$ cat config.mk
export PLATFORM = sky130hd
export DESIGN_NAME = tksi_ctrl
export DESIGN_NICKNAME = d
export VERILOG_FILES = /design/src/rtl/tksi_pkg.sv /design/src/rtl/tksi_ctrl.sv
export SDC_FILE = /design/constraint.sdc
export NUM_CORES = 1
export LEC_CHECK = 0
export ABC_AREA = 1
export ABC_CLOCK_PERIOD_IN_PS = 10000
export BUFFER_PORTS_ARGS = -buffer_cell sky130_fd_sc_hd__buf_2
export CAP_MARGIN = 15
export CORE_MARGIN = 3
export CORE_UTILIZATION = 35
export CTS_BUF_LIST = sky130_fd_sc_hd__clkbuf_8
export DETAILED_ROUTE_END_ITERATION = 10
export GPL_TIMING_DRIVEN = 0
export HOLD_SLACK_MARGIN = 0.06
export PLACE_DENSITY_LB_ADDON = 0.1
export SYNTH_ARGS = -nofsm -noshare
export SYNTH_HDL_FRONTEND = slang
export SYNTH_SLANG_ARGS = --single-unit
export TNS_END_PERCENT = 100
$ cat constraint.sdc
create_clock -name clk -period 10 [get_ports clk]
set_input_delay 1 -clock clk [delete_from_list [all_inputs] [get_ports clk]]
set_output_delay 1 -clock clk [all_outputs]
set_load 0.01 [all_outputs]
$ cat src/rtl/tksi_pkg.sv
// Shared types and codes for the top-k sorted insert unit.
// No dependencies; used by the cell, the controller and the top level.
package tksi_pkg;

  localparam int DEPTH_DEF         = 64;
  localparam int PAYLOAD_WIDTH_DEF = 32;

  localparam int KEY_W   = 32;
  localparam int PORT_PW = 32;
  localparam int RIDX_W  = 6;
  localparam int POS_W   = 6;
  localparam int CNT_W   = 7;
  localparam int CFG_IDX_W  = 2;
  localparam int CFG_DATA_W = 8;

  // Register indexes of the configuration port
  localparam logic [CFG_IDX_W-1:0] REG_DESCENDING = 2'd0;
  localparam logic [CFG_IDX_W-1:0] REG_CAPACITY   = 2'd1;

  // Operation codes
  localparam logic OP_INSERT = 1'b0;
  localparam logic OP_READ   = 1'b1;

  typedef enum logic [1:0] {
    S_IDLE,
    S_RUN,
    S_DRAIN
  } state_t;

  // Wavefront that travels down the cell chain, one cell per cycle
  typedef struct packed {
    logic                    active;
    logic                    op;
    logic                    carry;   // a displaced entry is moving down
    logic                    found;   // the new record has been stored
    logic                    hit;     // the read index matched a valid cell
    logic                    batch_last;
    logic [RIDX_W-1:0]       ridx;
    logic signed [KEY_W-1:0] key;
  } wave_t;

  // One result transaction
  typedef struct packed {
    logic signed [KEY_W-1:0] key;
    logic [PORT_PW-1:0]      payload;
    logic                    entry_valid;
    logic                    kept;
    logic [POS_W-1:0]        position;
    logic [CNT_W-1:0]        count;
    logic                    batch_done;
  } result_t;

endpackage

$ cat src/rtl/tksi_ctrl.sv
// Controller: configuration registers, entry count, wavefront launch,
// result capture and output register. Depends on tksi_pkg.
module tksi_ctrl #(
  parameter int DEPTH = 64,
  parameter int PW    = 32,
  parameter int CW    = 7,
  parameter int IW    = 6
) (
  input  logic                            clk,
  input  logic                            rst_n,
  input  logic                            in_valid,
  output logic                            in_ready,
  input  logic                            in_op,
  input  logic signed [tksi_pkg::KEY_W-1:0] in_key,
  input  logic [tksi_pkg::PORT_PW-1:0]    in_payload,
  input  logic [tksi_pkg::RIDX_W-1:0]     in_read_index,
  input  logic                            in_batch_last,
  input  logic                            cfg_valid,
  output logic                            cfg_ready,
  input  logic [tksi_pkg::CFG_IDX_W-1:0]  cfg_index,
  input  logic [tksi_pkg::CFG_DATA_W-1:0] cfg_data,
  output logic                            descending,
  output logic [CW-1:0]                   count,
  output logic [CW-1:0]                   cap,
  output tksi_pkg::wave_t                 inj_wave,
  output logic [PW-1:0]                   inj_pay,
  input  tksi_pkg::wave_t                 tail_wave,
  input  logic [PW-1:0]                   tail_pay,
  input  logic [IW-1:0]                   tail_pos,
  output logic                            out_valid,
  input  logic                            out_ready,
  output tksi_pkg::result_t               out_res
);
  import tksi_pkg::*;

  localparam logic [CW-1:0] CAP_RESET = CW'((DEPTH < 64) ? DEPTH : 64);

  state_t           state_r, state_nxt;
  logic             desc_r, desc_nxt;
  logic [CW-1:0]    cap_r, cap_nxt;
  logic [CW-1:0]    count_r, count_nxt;
  wave_t            inj_r, inj_nxt;
  logic [PW-1:0]    inj_pay_r, inj_pay_nxt;
  result_t          hold_r, hold_nxt;
  result_t          out_r, out_nxt;
  logic             out_valid_r, out_valid_nxt;
  logic             in_fire, slot_free, load_out;
  logic [6:0]       cap_wr;
  logic [CW-1:0]    cap_eff;

  assign in_fire   = in_valid && in_ready;
  assign slot_free = !out_valid_r || out_ready;
  assign cap_wr    = cfg_data[6:0];

  // Clamp a written capacity into one to DEPTH
  always_comb begin
    if (cap_wr == 7'd0) begin
      cap_eff = CW'(1);
    end else if (int'(cap_wr) > DEPTH) begin
      cap_eff = CW'(DEPTH);
    end else begin
      cap_eff = CW'(cap_wr);
    end
  end

  // Next state
  always_comb begin
    state_nxt = state_r;
    case (state_r)
      S_IDLE:  if (in_valid) state_nxt = S_RUN;
      S_RUN:   if (tail_wave.active) state_nxt = S_DRAIN;
      S_DRAIN: if (slot_free) state_nxt = S_IDLE;
      default: state_nxt = S_IDLE;
    endcase
  end

  // State outputs
  always_comb begin
    in_ready = 1'b0;
    load_out = 1'b0;
    case (state_r)
      S_IDLE:  in_ready = 1'b1;
      S_RUN:   load_out = 1'b0;
      S_DRAIN: load_out = slot_free;
      default: in_ready = 1'b0;
    endcase
  end

  assign cfg_ready = 1'b1;

  // Configuration writes and count update
  always_comb begin
    desc_nxt  = desc_r;
    cap_nxt   = cap_r;
    count_nxt = count_r;
    if (cfg_valid && cfg_ready) begin
      if (cfg_index == REG_DESCENDING) begin
        desc_nxt = cfg_data[0];
      end else if (cfg_index == REG_CAPACITY) begin
        cap_nxt = cap_eff;
        if (count_r > cap_eff) count_nxt = cap_eff;
      end
    end
    if (state_r == S_RUN && tail_wave.active && tail_wave.op == OP_INSERT &&
        count_r < cap_r) begin
      count_nxt = count_r + CW'(1);
    end
  end

  // Launch one wavefront per accepted transaction
  always_comb begin
    inj_nxt     = '0;
    inj_pay_nxt = inj_pay_r;
    if (in_fire) begin
      inj_nxt.active     = 1'b1;
      inj_nxt.op         = in_op;
      inj_nxt.batch_last = in_batch_last;
      inj_nxt.ridx       = in_read_index;
      inj_nxt.key        = in_key;
      inj_pay_nxt        = PW'(in_payload);
    end
  end

  // Capture the result when the wavefront leaves the chain
  always_comb begin
    hold_nxt = hold_r;
    if (state_r == S_RUN && tail_wave.active) begin
      hold_nxt            = '0;
      hold_nxt.batch_done = tail_wave.batch_last;
      if (tail_wave.op == OP_READ) begin
        hold_nxt.count       = CNT_W'(count_r);
        hold_nxt.entry_valid = tail_wave.hit;
        if (tail_wave.hit) begin
          hold_nxt.key     = tail_wave.key;
          hold_nxt.payload = PORT_PW'(tail_pay);
        end
      end else begin
        hold_nxt.count = CNT_W'((count_r < cap_r) ? count_r + CW'(1) : count_r);
        hold_nxt.kept  = tail_wave.found;
        if (tail_wave.found) hold_nxt.position = POS_W'(tail_pos);
      end
    end
  end

  // Output register
  always_comb begin
    out_nxt       = out_r;
    out_valid_nxt = out_valid_r;
    if (out_valid_r && out_ready) out_valid_nxt = 1'b0;
    if (load_out) begin
      out_nxt       = hold_r;
      out_valid_nxt = 1'b1;
    end
  end

  always_ff @(posedge clk) begin
    if (!rst_n) begin
      state_r     <= S_IDLE;
      desc_r      <= 1'b1;
      cap_r       <= CAP_RESET;
      count_r     <= '0;
      inj_r       <= '0;
      out_valid_r <= 1'b0;
    end else begin
      state_r     <= state_nxt;
      desc_r      <= desc_nxt;
      cap_r       <= cap_nxt;
      count_r     <= count_nxt;
      inj_r       <= inj_nxt;
      out_valid_r <= out_valid_nxt;
    end
  end

  // Payload registers, no reset
  always_ff @(posedge clk) begin
    inj_pay_r <= inj_pay_nxt;
    hold_r    <= hold_nxt;
    out_r     <= out_nxt;
  end

  assign descending = desc_r;
  assign count      = count_r;
  assign cap        = cap_r;
  assign inj_wave   = inj_r;
  assign inj_pay    = inj_pay_r;
  assign out_valid  = out_valid_r;
  assign out_res    = out_r;

`ifndef ASSERT_OFF
  a_count_le_cap: assert property (@(posedge clk) disable iff (!rst_n)
    count_r <= cap_r)
    else $error("entry count exceeds capacity");

  a_tail_in_run: assert property (@(posedge clk) disable iff (!rst_n)
    tail_wave.active |-> state_r == S_RUN)
    else $error("wavefront left the chain outside a run");

  a_count_grows: assert property (@(posedge clk) disable iff (!rst_n)
    (state_r == S_RUN && tail_wave.active && tail_wave.op == OP_INSERT &&
     count_r < cap_r && !cfg_valid) |=> count_r == $past(count_r) + CW'(1))
    else $error("insert with room did not grow the list");

  a_pos_in_list: assert property (@(posedge clk) disable iff (!rst_n)
    (tail_wave.active && tail_wave.op == OP_INSERT && tail_wave.found) |->
      CW'(tail_pos) <= count_r)
    else $error("inserted record landed past the end of the list");
`endif

endmodule

Word-level counts from Yosys, hierarchy flattened
Index checks and enable logic that the tools add are counted.

Magnitude comparators: 3. Reductions and logical operators: 21. Equal/unequal tests: 7. Multiplexer cells: 18. $add $sub $neg: 1. Bitwise operators: 3.

Operators by type and width (count): 7-bit 2-to-1 mux (9); 2-bit 2-to-1 mux (4); 2-bit nonzero test (4); 7-bit by 1-bit adder with 7-bit output (second input constant) (1); 7-bit > comparator (1); 7-bit > comparator (second input constant) (1); 7-bit logical NOT (1); 7-bit < comparator (1); 2-bit inequality test (second input constant) (3); 2-bit one-hot mux with 3 select lines (1); 2-bit AND reduction (3); 3-bit AND reduction (2); 1-bit logical AND (5); 2-bit by 1-bit == test with 1-bit output (second input constant) (2); 2-bit logical NOT (2); 1-bit 2-to-1 mux (4); 4-bit AND reduction (1); 1-bit NOT (3); 2-bit == test (second input constant) (1); 2-bit by 1-bit inequality test with 1-bit output (second input constant) (1); 2-bit OR reduction (1); 1-bit logical NOT (1); 1-bit logical OR (1).

Flip-flop bits (word level): 254. Output and inout port bits: 174. Word-level logic and storage cells: 81. Input bits: 169.

Depth between registers and ports, before layout
Depth in word-level cells: 9. Gate-level depth with buffers: 15. Depth with buffers taken out: 15.

Worst setup path before layout
Ideal clock, no wire load.

Path kind: input-to-reg. Start point: in out_ready. End point: reg out_r (netlist bit out_res[0]), enable pin. Arrival time: 6.468 ns. Cell stages on the path: 2. Path slack: 2.915 ns. Required time: 9.383 ns. Library setup time: 0.617 ns. Path buffers: 0. Cell sequence: nor2_1 -> nor3_1.

Cells in the longest elaborated chain, start to end: 2.

Ends and longest elaborated chain: start, declared (line tksi_ctrl.sv:31) `input logic out_ready,`; 1-bit logical OR (line tksi_ctrl.sv:52) `assign slot_free = !out_valid_r || out_ready;`; 1-bit 2-to-1 mux (line tksi_ctrl.sv:81) `case (state_r)`; named net load_out (line tksi_ctrl.sv:47) `logic in_fire, slot_free, load_out;`; end signal, assigned (line tksi_ctrl.sv:178) `out_r <= out_nxt;`; end, declared (line tksi_ctrl.sv:45) `result_t out_r, out_nxt;`.

The timed path passes the listed nets, and every way through them passes these cells. A chain may end at the register's enable or synchronous reset.

Worst setup path in the final report
Start point: in cfg_data[0] in the netlist's numbering. End point: reg count_r[1] (netlist: count[1]).

Cells in the longest elaborated chain, start to end: 8. Elaborated cells on any way between the ends: 12. Classes of those cells: 2 x order compare; 7 x mux; 3 x reduce/logical.

Ends and longest elaborated chain: start, declared (line tksi_ctrl.sv:21) `input logic [tksi_pkg::CFG_DATA_W-1:0] cfg_data,`; 7-bit > comparator (line tksi_ctrl.sv:59) `end else if (int'(cap_wr) > DEPTH) begin`; 7-bit 2-to-1 mux (line tksi_ctrl.sv:59); 7-bit 2-to-1 mux (*) (line tksi_ctrl.sv:57) `if (cap_wr == 7'd0) begin`; branches (longest 5 deep; another with 7-bit > comparator); end signal, assigned (line tksi_ctrl.sv:168) `count_r <= count_nxt;`; end, declared (line tksi_ctrl.sv:41) `logic [CW-1:0] count_r, count_nxt;`.

Mark *: on every way between the ends. The select of a mux whose other input is x is not followed.

==> run summary <==
The flow ran to the end, and the final reports show no timing, DRC or antenna violations. The final critical-path setup slack came out at 7550 ps. The final layout contains 1271 nets.

The top achievable clock speed came out at 0.408 GHz. The number of buffer cells added on primary ports came out at 330. CTS placed an instance of sky130_fd_sc_hd__clkbuf_8 at the clock tree root. At the end of routability-driven placement, the weighted congestion stood at 0.759.

The total count of max-transition violations in the final report was 0; the flip-flop and latch count after synthesis was 251. The run gives 0.147 as the overall global routing resource usage. The number of distinct library cells after synthesis is 31.

Setup repair after global routing left no endpoint under its margin. For the total overflow reported by the global router, the log shows 0. In this run the post-CTS setup repair buffer count came out at 0. For flop-to-flop paths, the worst setup slack is 8030 ps.

The proportion of power drawn by flip-flops and latches was 0.552; the static leakage power was 0.00565 uW. The total number of yosys warnings was 0. The path depth of the worst reg2reg path works out to 9. Data arrives at the worst endpoint at 2860 ps. The via count normalized by instance count was 4.11.

After layout, the minimum clock period comes to 2450 ps. The tools report the summed area of non-filler cells in the final layout as 11900 sq um. TritonCTS built the clock tree. The relative contribution of the clock network to total power was 0.375; the final routed wirelength across all metal layers was 20.9 mm. The tools report the post-placement cell count as 1367. H-tree depth: 2.

Counting the buffers created by CTS gives 43. The final instance count without filler cells came out at 1447. Dividing total power by cell area gives a power density of 178 nW/um^2.

The logs give 0.482 for the end-of-flow core utilization and 1630 uW for the internal power consumption. Via count: 5951. For the tightest hold margin, the log shows 407 ps. Dividing the detail-routed wire length by the instance count gives 14.5 um.

For the required time reported for the critical path endpoint, the log shows 10410 ps. The worst setup path is of the in -> reg kind. The startpoint type of the worst setup path is an input port. The type of the most critical hold path is reg -> reg.

The switching part of the total power is 0.232. For the final database, setup skew stands at 13.8 ps. Counting the fill cells in the layout gives 2362. The commonest non-fill, non-tap cell in the layout is sky130_fd_sc_hd__buf_2. The average cell area after synthesis was 12.8 sq um; the detailed-routing iteration count for the pre-antenna-repair pass was 5. In this run, post-CTS repair resized a total of 0 instances. Ratio of cells with drive above 1 in the final layout: 0.379. The cell area that synthesis handed to floorplanning was 8950 sq um.

The combinational share of power was 0.072; the clock transition at the register clock pins on the worst setup and hold paths after CTS was 60 ps. The die covers 27500 sq um. The tools report the sequential area share after synthesis as 0.776. The wire-length estimate of the detail-placed layout is 15.5 mm.

The first global-routing pass estimated 32.2 mm of wire. After detailed routing, the number of remaining DRC violations is 0. Once placement finished, the instance area stood at 11200 sq um. The tool flagged a number of max-cap violations equal to 0. Sort of element at the end of the critical path: a register. Leaving out fill and tap cells, the most frequent cells in the layout are 336 x sky130_fd_sc_hd__buf_2, 192 x sky130_fd_sc_hd__edfxtp_1, 154 x sky130_fd_sc_hd__inv_1. No sink is reached through more buffers than the 3 on the longest clock path. 343 I/O pins were placed. The placement-stage worst setup slack was 6990 ps; the clock insertion delay at the later pin of the skew report was 520 ps. The run gives 24700 sq um as the area of the placeable core. The initial antenna violation count was 6. The actual slew at the worst max-slew pin came out at 554 ps. The run gives 57 as the number of placement rows.

The area growth from synthesis to layout is 33.1%. Entering global routing, the biggest net connects 42 pins. In this run the power spent charging and discharging nets is 491 uW.

Counting instances, the worst hold path has a depth of 0. The count of nets left with antenna violations once routing finished came out at 0. The number of global-route vias before repair is 6023.

The initial core utilization is 0.362. The clock drives 251 sinks. Along the worst path, the maximum fanout reaches 9. Gate count after technology mapping: 700. The share of the clock period used by the worst path came out at 0.245. The detailed router finished its first iteration with 293 violations. Measured along the y axis, the die boundary spans 166 um.

In this run, post-CTS hold repair placed 0 buffers. Setup violations remaining at the end of the flow were counted as 0. The run gives 0.631 as the worst slew slack as a fraction of its limit. VDD sags by at most 0.0958 mV. The die is 166 um wide. The tools report the count of final hold-check violations as 0.
## per-layer routing
| metal | part of all wire | routed length, um | GRT usage | up-vias |
|---|---|---|---|---|
| met1 | 0.42 | 8720 | 0.175 | 2665 |
| met3 | 0.081 | 1690 | 0.0498 | 43 |
| li1 | - | - | - | 3015 |
| met2 | 0.47 | 9920 | 0.247 | 226 |
| met4 | 0.028 | 588 | 0.0546 | 2 |
| met5 | 0.00062 | 13 | 0 | - |
## metrics by stage
step | power, uW | TNS [ps]
floorplan | 1270 | 0
global placement | 1340 | -19340
detailed placement | 1350 | 0
CTS | 2160 | 0
global route | 2230 | 0
finish | 2120 | 0
## path summary, 6_finish.rpt
kind / to / from
setup / recovery: count[1] / cfg_data[0]
hold / removal: out_res[10] / hold_r[10]
setup reg to reg: hold_r[6] / count[6]
hold reg to reg: out_res[10] / hold_r[10]
## synth_stat cells, drive strengths merged
cell type,count,share of area
nand3b,3,0.0025
a21oi,12,0.0080
ha,14,0.020
conb,2,0.00084
xor2,3,0.0029
a21boi,2,0.0017
o211ai,1,0.00084
nand3,13,0.0084
nand4,1,0.00070
inv,151,0.063
nor2,143,0.062
o21a,2,0.0017
nand2,65,0.029
nor3,2,0.0017
dfxtp,59,0.13
clkbuf,1,0.00042
o21ai,18,0.010
edfxtp,192,0.64
buf,16,0.010
## power groups by stage
stage / clock network, uW / logic (uW) / registers, uW
final: 796 / 153 / 1170
after global routing: 878 / 174 / 1170
after CTS: 834 / 157 / 1170
after detailed placement: 0 / 156 / 1190
after global placement: 0 / 149 / 1190
after floorplan: 0 / 61.5 / 1210
## registers in the layout (all words and copies together) (netlist names)
name	flops
hold_r	80
out_res	80
inj_wave	41
inj_pay	32
cap	7
count	7
state_r	2
descending	1
out_valid	1
## cell type report
type / count / area [sq um] / area share
clock inverters: 29 / 119 / 0.00997
plain buffers: 17 / 93.8 / 0.00787
diodes: 7 / 17.5 / 0.00147
multi-input cells: 283 / 1360 / 0.114
flip-flops and latches: 251 / 6950 / 0.583
inverters: 151 / 569 / 0.0478
well taps: 324 / 405 / 0.0340
clock buffers: 44 / 606 / 0.0508
repair buffers: 341 / 1800 / 0.151
## worst max-delay path: stages
cell and delay, ps:
sky130_fd_sc_hd__buf_2 110, sky130_fd_sc_hd__nor2_1 90, sky130_fd_sc_hd__nand3_1 100, sky130_fd_sc_hd__a21boi_0 320
sky130_fd_sc_hd__inv_1 120, sky130_fd_sc_hd__ha_1 300, sky130_fd_sc_hd__nand2_1 60, sky130_fd_sc_hd__nor2_1 130
sky130_fd_sc_hd__nand2_1 80, sky130_fd_sc_hd__nand2_2 70, sky130_fd_sc_hd__inv_2 40, sky130_fd_sc_hd__nand2_2 80
sky130_fd_sc_hd__nand2_2 120, sky130_fd_sc_hd__o21ai_0 170, sky130_fd_sc_hd__nor2_1 70
## logic make-up (layout without fill, tap and decap cells)
kind of cell | after synthesis | count (layout) | synth area share
fa+ha+maj | 14 | 14 | 0.0196
simple gates | 227 | 227 | 0.104
other cells | 2 | 11 | 0.000839
buf+inv | 168 | 582 | 0.0738
flops | 251 | 251 | 0.776
compound gates | 35 | 35 | 0.0226
xor+xnor | 3 | 3 | 0.00294
Power figures use the tool's default switching activity.
