[src/rtl/tksi_pkg.sv]
// Shared types and codes for the top-k sorted insert unit.
// No dependencies; used by the cell, the controller and the top level.
package tksi_pkg;

  localparam int DEPTH_DEF         = 64;
  localparam int PAYLOAD_WIDTH_DEF = 32;

  localparam int KEY_W   = 32;
  localparam int PORT_PW = 32;
  localparam int RIDX_W  = 6;
  localparam int POS_W   = 6;
  localparam int CNT_W   = 7;
  localparam int CFG_IDX_W  = 2;
  localparam int CFG_DATA_W = 8;

  // Register indexes of the configuration port
  localparam logic [CFG_IDX_W-1:0] REG_DESCENDING = 2'd0;
  localparam logic [CFG_IDX_W-1:0] REG_CAPACITY   = 2'd1;

  // Operation codes
  localparam logic OP_INSERT = 1'b0;
  localparam logic OP_READ   = 1'b1;

  typedef enum logic [1:0] {
    S_IDLE,
    S_RUN,
    S_DRAIN
  } state_t;

  // Wavefront that travels down the cell chain, one cell per cycle
  typedef struct packed {
    logic                    active;
    logic                    op;
    logic                    carry;   // a displaced entry is moving down
    logic                    found;   // the new record has been stored
    logic                    hit;     // the read index matched a valid cell
    logic                    batch_last;
    logic [RIDX_W-1:0]       ridx;
    logic signed [KEY_W-1:0] key;
  } wave_t;

  // One result transaction
  typedef struct packed {
    logic signed [KEY_W-1:0] key;
    logic [PORT_PW-1:0]      payload;
    logic                    entry_valid;
    logic                    kept;
    logic [POS_W-1:0]        position;
    logic [CNT_W-1:0]        count;
    logic                    batch_done;
  } result_t;

endpackage

[src/rtl/tksi_cell.sv]
// One list position of the insertion chain: holds an entry and passes the
// wavefront to its neighbor each cycle. Depends on tksi_pkg.
module tksi_cell #(
  parameter int IDX = 0,
  parameter int PW  = 32,
  parameter int CW  = 7,
  parameter int IW  = 6
) (
  input  logic            clk,
  input  logic            rst_n,
  input  logic            descending,
  input  logic [CW-1:0]   count,
  input  logic [CW-1:0]   cap,
  input  tksi_pkg::wave_t wave_i,
  input  logic [PW-1:0]   pay_i,
  input  logic [IW-1:0]   pos_i,
  output tksi_pkg::wave_t wave_o,
  output logic [PW-1:0]   pay_o,
  output logic [IW-1:0]   pos_o
);
  import tksi_pkg::*;

  localparam logic [CW-1:0] IDX_C = CW'(IDX);
  localparam logic [IW-1:0] IDX_P = IW'(IDX);

  logic signed [KEY_W-1:0] key_r, key_nxt;
  logic [PW-1:0]           pay_r, pay_nxt;
  wave_t                   wave_r, wave_nxt;
  logic [PW-1:0]           wpay_r, wpay_nxt;
  logic [IW-1:0]           wpos_r, wpos_nxt;

  logic valid_c, in_cap, beat, ridx_match;

  assign valid_c    = IDX_C < count;
  assign in_cap     = IDX_C < cap;
  assign beat       = descending ? (wave_i.key > key_r) : (wave_i.key < key_r);
  assign ridx_match = (IDX < (1 << RIDX_W)) && (wave_i.ridx == RIDX_W'(IDX));

  // Act on the passing wavefront
  always_comb begin
    key_nxt  = key_r;
    pay_nxt  = pay_r;
    wave_nxt = wave_i;
    wpay_nxt = pay_i;
    wpos_nxt = pos_i;
    if (wave_i.active) begin
      if (wave_i.op == OP_READ) begin
        if (valid_c && ridx_match) begin
          wave_nxt.hit = 1'b1;
          wave_nxt.key = key_r;
          wpay_nxt     = pay_r;
        end
      end else if (!wave_i.carry) begin
        if (valid_c && beat) begin
          // take the new record, push the old entry down
          key_nxt        = wave_i.key;
          pay_nxt        = pay_i;
          wave_nxt.carry = 1'b1;
          wave_nxt.found = 1'b1;
          wave_nxt.key   = key_r;
          wpay_nxt       = pay_r;
          wpos_nxt       = IDX_P;
        end else if (IDX_C == count && in_cap) begin
          // append at the first free place
          key_nxt        = wave_i.key;
          pay_nxt        = pay_i;
          wave_nxt.found = 1'b1;
          wpos_nxt       = IDX_P;
        end
      end else if (in_cap && IDX_C <= count) begin
        // shift the displaced entry into this place
        key_nxt = wave_i.key;
        pay_nxt = pay_i;
        if (valid_c) begin
          wave_nxt.key = key_r;
          wpay_nxt     = pay_r;
        end
      end
    end
  end

  // Entry storage, no reset
  always_ff @(posedge clk) begin
    key_r  <= key_nxt;
    pay_r  <= pay_nxt;
    wpay_r <= wpay_nxt;
    wpos_r <= wpos_nxt;
  end

  // Wavefront register
  always_ff @(posedge clk) begin
    if (!rst_n) begin
      wave_r <= '0;
    end else begin
      wave_r <= wave_nxt;
    end
  end

  assign wave_o = wave_r;
  assign pay_o  = wpay_r;
  assign pos_o  = wpos_r;

endmodule

[config.mk]
export PLATFORM = sky130hd
export DESIGN_NAME = tksi_cell
export DESIGN_NICKNAME = d
export VERILOG_FILES = /design/src/rtl/tksi_pkg.sv /design/src/rtl/tksi_cell.sv
export SDC_FILE = /design/constraint.sdc
export NUM_CORES = 1
export LEC_CHECK = 0
export ABC_AREA = 1
export BUFFER_PORTS_ARGS = -buffer_cell sky130_fd_sc_hd__buf_2
export CORE_MARGIN = 2
export CORE_UTILIZATION = 40
export DETAILED_ROUTE_END_ITERATION = 12
export PLACE_DENSITY_LB_ADDON = 0.25
export REMOVE_ABC_BUFFERS = 1
export SYNTH_ARGS = -nofsm -noshare
export SYNTH_HDL_FRONTEND = slang
export SYNTH_SLANG_ARGS = --single-unit
export TNS_END_PERCENT = 100
[constraint.sdc]
create_clock -name clk -period 6.3 [get_ports clk]
set_clock_uncertainty 0.05 [all_clocks]
set_input_delay 0.315 -clock clk [delete_from_list [all_inputs] [get_ports clk]]
set_output_delay 0.315 -clock clk [all_outputs]
set_load 0.02 [all_outputs]
-- Word level (Yosys, flattened, before mapping)
Cells that the tools add are included.
- bits in registers: 146
- bits in latches: 0
- bits in writable memories: 0
- ROM bits: 0
- bits of input ports: 99
- logic and storage cells: 63
- memories kept: 0
- add/sub/neg operators: 0
- multipliers: 0
- divide/modulo/power cells: 0
- order comparisons: 5
- eq/ne operators: 1
- shifts and indexed selects: 0
- muxes and demuxes: 36
- bitwise operators: 1
- reductions and logical operators: 8
- operators with widths (kind ; number):
    two-way mux 32 bit ; 22
    > comparator 32 bit ; 1
    less-than comparator 32 bit ; 1
    two-way mux 6 bit ; 5
    less-than comparator 1 x 7 -> 1 bit (first input constant) ; 2
    less-or-equal comparator 1 x 7 -> 1 bit (first input constant) ; 1
    logical NOT 7 bit ; 1
    logical NOT 6 bit ; 1
    two-way mux 1 bit ; 6
    logical AND 1 bit ; 4
    two-way mux 2 bit ; 2
    AND reduction 4 bit ; 1
    two-way mux 3 bit ; 1
    nonzero test 3 bit ; 1
    inequality test 2 x 1 -> 1 bit (second input constant) ; 1
    NOT 1 bit ; 1

-- Longest topological paths before layout
Gate-level depths: netlist of run 1.
- word-level depth: 7
- mapped depth: 23

-- Worst setup path after synthesis of run 1
OpenSTA, ideal clock, no wires.
- kind: input-to-reg
- start: input port wave_i[43] (netlist name)
- end: register key_r[0], enable pin
- library setup time: 574 ps
- arrival time: 5928 ps
- data required time: 5676 ps
- path slack: -252 ps
- stages on the path: 8
- cell sequence: buf_2 inv_2 nor2_1 inv_1 nor2_1 buf_1 inv_1 o21ai_0
- longest elaborated chain between the ends: 1
- RTL lines (element ; line ; text):
    from (decl) ; tksi_cell.sv:14 ; input tksi_pkg::wave_t wave_i,
    AND reduction 4 bit (no source line) ; -- ;
    to (signal assigned) ; tksi_cell.sv:84 ; key_r <= key_nxt;
    to (decl) ; tksi_cell.sv:26 ; logic signed [KEY_W-1:0] key_r, key_nxt;
No other way between the ends.
A chain may end at the register's enable or synchronous reset.

-- Final worst setup path of run 1
- start: register key_r[31]
- end: register wpay_r[10], in the netlist pay_o[10]
- longest elaborated chain between the ends: 7
- elaborated cells on any way between the ends: 8
- those cells by class: order compare (2); mux (5); reduce/logical (1)
- RTL lines (element ; line ; text):
    less-than comparator 32 bit / > comparator 32 bit (equally long branches) ; tksi_cell.sv:36 ; assign beat = descending ? (wave_i.key > key_r) : (wave_i.key < key_r);
    two-way mux 1 bit (*) ; tksi_cell.sv:36 ;
    logical AND 1 bit (*) ; tksi_cell.sv:54 ; if (valid_c && beat) begin
    two-way mux 32 bit (*) ; tksi_cell.sv:54 ;
    two-way mux 32 bit (*) ; tksi_cell.sv:53 ; end else if (!wave_i.carry) begin
    two-way mux 32 bit (*) ; tksi_cell.sv:47 ; if (wave_i.op == OP_READ) begin
    two-way mux 32 bit (*) ; tksi_cell.sv:46 ; if (wave_i.active) begin
    net wpay_nxt[10] ; tksi_cell.sv:29 ; logic [PW-1:0] wpay_r, wpay_nxt;
    to (signal assigned) ; tksi_cell.sv:86 ; wpay_r <= wpay_nxt;
    to (decl) ; tksi_cell.sv:29 ;
Mark *: on every way through the listed nets, which the timed path passes. The rest lies on a longest branch.

==> results of run 1 <==
placed cells by master, fill, tap and decap left out, types with 2 or more instances in the layout:
cell and instances:
o211ai_1 29, o22ai_1 7, nor2_2 2, buf_2 180
a21o_1 2, nand4_1 37, edfxtp_1 64, diode_2 2
or2_2 6, inv_2 8, buf_4 11, clkinv_2 5
a21oi_1 136, nor4_2 2, clkinv_1 2, a22oi_1 32
clkbuf_16 17, ha_1 32, clkinv_4 3, dfxtp_1 82
o21ai_0 106, inv_1 117, o21a_1 3, nand3_1 37
bufinv_16 2, nand2_1 243, nand3_2 3, nor2_1 69
inv_6 2, or2_0 5, clkbuf_1 2
power breakdown:
part / switching [mW] / internal [mW]
logic: 0.323 / 0.162
clock network: 0.415 / 0.595
registers: 0.0232 / 1.06
sequential cells by signal, indices dropped and copies added (netlist names):
name    count
pos_o       6
pay_o      32
wave_o     44
key_r      32
pay_r      32
cells by family after synthesis:
kind of cell    Yosys count  share of synthesized area, %
fa+ha+maj                32                          4.82
flops                   146                          42.9
simple gates            410                          21.5
buf+inv                 197                          9.45
compound gates          318                          21.3
layer usage:
| metal | track usage (%) | vias to the layer above | part of all wire (%) |
|---|---|---|---|
| li1 | - | 4032 | - |
| met5 | 0 | - | 0.030 |
| met3 | 3.93 | 30 | 4.7 |
| met4 | 7.90 | 2 | 1.7 |
| met1 | 28.7 | 3715 | 46 |
| met2 | 36.0 | 223 | 48 |
metrics by stage:
stage,power (mW),utilization (%),cells,setup WS (ps)
6_report,2.58,48.9,1529,1820
5_1_grt,2.70,48.9,1529,1510
4_1_cts,2.60,48.8,1527,1870
3_5_place_dp,1.59,46.0,1495,1860
3_3_place_gp,1.58,46.0,1495,1900
2_1_floorplan,1.41,-,1034,-1470
layout make-up:
cell class	instances	area, um^2
fill	2056	10400
multi-input combinational	760	3970
clock buffer	20	447
timing repair buffer	191	983
inverter	128	482
clock inverter	12	131
antenna	2	5.00
tap	270	338
sequential	146	3560
path summary, 6_finish.rpt:
check | from | endpoint | slack [ps] | cells past startpoint
worst max-delay path | key_r[31] | pay_o[10] | 1820 | 15
worst min-delay path | wave_i[38] | wave_o[38] | 30 | 3
worst min register to register | pay_r[12] | pay_o[12] | 490 | 2
worst max register to register | key_r[31] | pay_o[10] | 1820 | 15
tightest hold or removal path: cells and delay by family:
kind,cells,cell delay (ps)
buffers and inverters,2,120
and+or+nand+nor,1,40
==> impl_metrics.py, run 1 <==
metrics = {
    "worst_hold_path": {
        "min_path_type": "input port to flip-flop",
    },
    "synthesis": {
        "ys_seq_elements": 146,
        "yosysMostFrequentCell": "nand2_1",
        "yosysWarnings": 0,
        "ys_async_sr_fraction_pct": 0,
        "synth_top_area_share_pct": 23.1,
        "yosysUniqueCellTypes": 35,
        "seq_area_frac_synth_pct": 42.9,
        "syn-cell-area_um2": 8300,
        "synthFlopType": "dfxtp_1",
        "ys_top_cells_by_count": "nand2_1 (243), a21oi_1 (136), inv_1 (117)",
        "yosys.area.top_type": "edfxtp_1",
        "syn_inst": 1103,
        "yosys-top-cells-area": "edfxtp_1 (23%), dfxtp_1 (20%), nand2_1 (11%)",
        "synth_edf_count": 64,
        "synth_area_per_cell_um2": 7.53,
    },
    "sta": {
        "worstMarginPinSlew_ps": 1010,
        "hold_viol": 0,
        "setup_viol": 0,
        "final_max_slew_viol_count": 0,
        "min_period_ps": 4480,
        "relSlewSlack_pct": 32.0,
        "fin_tns_setup_ps": 0,
        "hold_ws_ps": 32.2,
        "rsz0062_at_grt": "false",
        "finalCritPeriodShare_pct": 71.1,
        "fmax_ghz": 0.223,
    },
    "detailed_routing": {
        "dr.pass1.iters": 5,
        "ant_nets": 0,
        "route.detailed.drc": 0,
        "post_drt_via_cell_ratio": 5.23,
        "wl_per_cell_um": 15.5,
        "vias": 8002,
        "drtIter0Drc": 711,
        "drt_wl_total_um": 23700,
    },
    "global_route": {
        "antenna_found_initial": 3,
        "grt-ovfl-total": 0,
        "track_usage_pct": 21.8,
        "grt_pass1_vias": 7649,
        "grt_pass1_wl_um": 38300,
        "grt_max_degree": 97,
    },
    "place": {
        "gp_congestion": 0.823,
        "dpl_cell_area_um2": 9340,
        "port-buffer-count": 180,
        "hpwl_um": 14500,
    },
    "setup_path": {
        "cp.arrival_ps": 4730,
        "path_buf_inv": 3,
        "required_ps": 6550,
        "critPathMostFrequentCell": "nand2_1",
        "cp_slowest_cell": "nand3_2",
        "path_delay_family": "simple AND/OR/NAND/NOR gates",
        "path_max_fanout": 70,
        "start_kind": "flip-flop",
        "slowest_delay_ps": 720,
        "crit_path_cell_trace": "inv_1 > ha_1 > nand2_1 > nor2_2 > nand2_1 > nor4_2 > nand2_1 > nand3_2 > nand3_2 > nand3_4 > buf_4 > inv_2 > or2_2 > nand2_1 > o211ai_1",
        "cp-end-kind": "flip-flop",
        "crit_type": "flip-flop to flip-flop",
    },
    "die": {
        "fp.dieW_um": 148,
        "std_cell_rows": 52,
        "io_pins": 181,
        "start_util_pct": 40.9,
        "coreArea_um2": 20300,
        "die_y_um": 148,
        "die-area_um2": 21900,
    },
    "final_layout": {
        "fin_nets": 1375,
        "drive_above_1_share_pct": 19.8,
        "synthToLayoutAreaGrowth_pct": 19.5,
        "postLayoutCellArea_um2": 9920,
    },
    "clock_tree": {
        "clock_latency_ps": 430,
        "cts-buffers-inserted": 17,
        "ctsHoldBuffers": 0,
        "h-tree-depth": 4,
        "clockBufferDepth": 2,
        "cts_setup_buffers": 0,
        "clockRootBuffer": "clkbuf_16",
        "clk_pin_slew_ps": 60,
        "cts_sinks": 146,
        "cts_tree": "done",
        "ctsResizeCount": 0,
    },
    "pwr": {
        "p_per_area_nw_per_um2": 260,
        "ir_drop_mv": 0.180,
        "power.leakage_nw": 4.69,
    },
    "job": {
        "cap_violations": 0,
    },
    "run_status": {
        "status": "completed",
    },
}
No activity file was read; power rests on OpenSTA's default activity.
==> run 2: changes to the inputs <==
- clock period: 6.3 -> 3.6 ns (I/O delays scaled with it)
==> impl_metrics.py, run 2 (synthesized netlist as in run 1, its figures left out) <==
metrics = {
    "run_status": {
        "status": "completed",
    },
    "global_route": {
        "grt_pass1_wl_um": 40500,
        "grt-ovfl-total": 0,
        "met3_usage_pct": 4.29,
        "grt_busiest_layer": "met2",
        "grt_max_degree": 96,
        "antenna_found_initial": 1,
        "grt_pass1_vias": 8073,
        "globalRouteMet1Util_pct": 30.5,
        "met2_usage_pct": 38.1,
        "track_usage_pct": 23.1,
    },
    "die": {
        "fp.dieW_um": 148,
        "die-area_um2": 21900,
        "io_pins": 181,
        "std_cell_rows": 52,
        "start_util_pct": 40.9,
        "coreArea_um2": 20300,
        "die_y_um": 148,
    },
    "sta": {
        "final_max_slew_viol_count": 0,
        "finalCritPeriodShare_pct": 89.5,
        "rsz0062_at_grt": "false",
        "setup_viol": 0,
        "hold_viol": 0,
        "relSlewSlack_pct": 32.1,
        "fmax_ghz": 0.310,
        "hold_ws_ps": 192,
        "worstMarginPinSlew_ps": 1020,
        "min_period_ps": 3220,
    },
    "worst_hold_path": {
        "min_path_type": "input port to flip-flop",
        "min_from": "rst_n",
    },
    "pwr": {
        "p_sw_share_pct": 29.1,
        "p_per_area_nw_per_um2": 425,
        "p_int_mw": 3.27,
        "p_seq_share_pct": 41.1,
        "clockPowerShare_pct": 38.5,
        "power_mw": 4.61,
        "combinationalPowerShare_pct": 20.4,
        "power.leakage_nw": 5.08,
        "p_sw_mw": 1.34,
        "ir_drop_mv": 0.346,
    },
    "final_layout": {
        "layout_commonest_cell": "nand2_1",
        "fin_nets": 1463,
        "drive_above_1_share_pct": 19.2,
        "largest_reg_flops": 44,
        "final_cell_mix": "nand2_1 (243), buf_2 (180), a21oi_1 (136)",
        "finalNonFillerCells": 1616,
        "synthToLayoutAreaGrowth_pct": 30.5,
        "postLayoutCellArea_um2": 10800,
    },
    "setup_path": {
        "required_ps": 3840,
        "cp-end-kind": "flip-flop",
        "setup.worst_path.start": "wave_i[31]",
        "r2r-start": "key_r[31]",
        "crit_type": "input port to flip-flop",
        "start_kind": "input port",
        "path_max_fanout": 70,
        "cp.arrival_ps": 3460,
    },
    "place": {
        "placed_cells": 1504,
        "gp_congestion": 0.800,
        "dpl_cell_area_um2": 9450,
        "port-buffer-count": 180,
        "hpwl_um": 15100,
    },
    "clock_tree": {
        "h-tree-depth": 4,
        "cts_setup_buffers": 0,
        "cts-buffers-inserted": 17,
        "ctsResizeCount": 0,
        "clock_latency_ps": 420,
        "clockRootBuffer": "clkbuf_16",
        "cts_sinks": 146,
        "ctsHoldBuffers": 79,
        "clk_pin_slew_ps": 60,
        "cts_tree": "done",
        "clockBufferDepth": 2,
    },
    "job": {
        "cap_violations": 0,
    },
    "detailed_routing": {
        "route.detailed.drc": 0,
        "drtIter0Drc": 670,
        "dr.pass1.iters": 5,
        "ant_nets": 0,
        "drt_wl_total_um": 25100,
        "wl_per_cell_um": 15.6,
        "post_drt_via_cell_ratio": 5.24,
        "vias": 8474,
    },
}
run 2: cell types whose count changed in the layout (fill, tap and decap cells not counted), sizes merged:
| cell | delta |
|---|---|
| dlygate4sd3 | +79 |
| clkbuf | +4 |
| bufinv | -1 |
| buf | +9 |
| clkinv | -3 |
| diode | -1 |
run 2: per-layer routing:
metal,vias to the layer above,part of all wire [%]
met1,3891,43
li1,4218,-
met5,-,0
met4,0,1.6
met2,333,48
met3,32,7.1
run 2: stage by stage:
stage	TNS [ps]	util, %	setup slack (ps)
floorplan	-258170	-	-4030
detailed placement	0	46.6	526
global route	0	53.4	29.7
finish	0	53.4	378
CTS	0	53.4	458
global placement	0	46.6	553
run 2: path summary, 6_finish.rpt:
| check | end | slack [ps] | cells past startpoint |
|---|---|---|---|
| min | wave_o[38] | 190 | 3 |
| max reg2reg | pay_o[10] | 450 | 17 |
| max | pay_o[10] | 380 | 18 |
| min reg2reg | pay_o[27] | 490 | 2 |
run 2: critical path: stages:
cell	delay (ps)
dlygate4sd3_1	550
buf_2	160
ha_1	350
nand2_1	100
nor2_2	130
nand2_1	100
nor4_2	270
nand2_1	140
nand2_1	80
nand2_1	70
nand2_1	70
nand2_2	70
nand3_4	80
buf_12	330
inv_2	260
or2_2	330
nand2_1	60
o211ai_1	100
run 2: area by class of cell:
| type | count | area, um^2 |
|---|---|---|
| fillers | 1916 | 9470 |
| clock inverters | 8 | 72.6 |
| diodes | 1 | 2.50 |
| flip-flops and latches | 146 | 3560 |
| multi-input cells | 760 | 3970 |
| repair buffers | 279 | 1890 |
| inverters | 128 | 482 |
| well taps | 270 | 338 |
| clock buffers | 24 | 513 |
run 2: power groups by stage:
| stage | clock, mW | sequential (mW) | combinational (mW) |
|---|---|---|---|
| final | 1.78 | 1.89 | 0.940 |
| after detailed placement | 0 | 1.93 | 0.866 |
| after CTS | 1.80 | 1.89 | 0.937 |
| after floorplan | 0 | 2.03 | 0.438 |
| after global routing | 1.87 | 1.91 | 1.05 |
| after global placement | 0 | 1.93 | 0.856 |
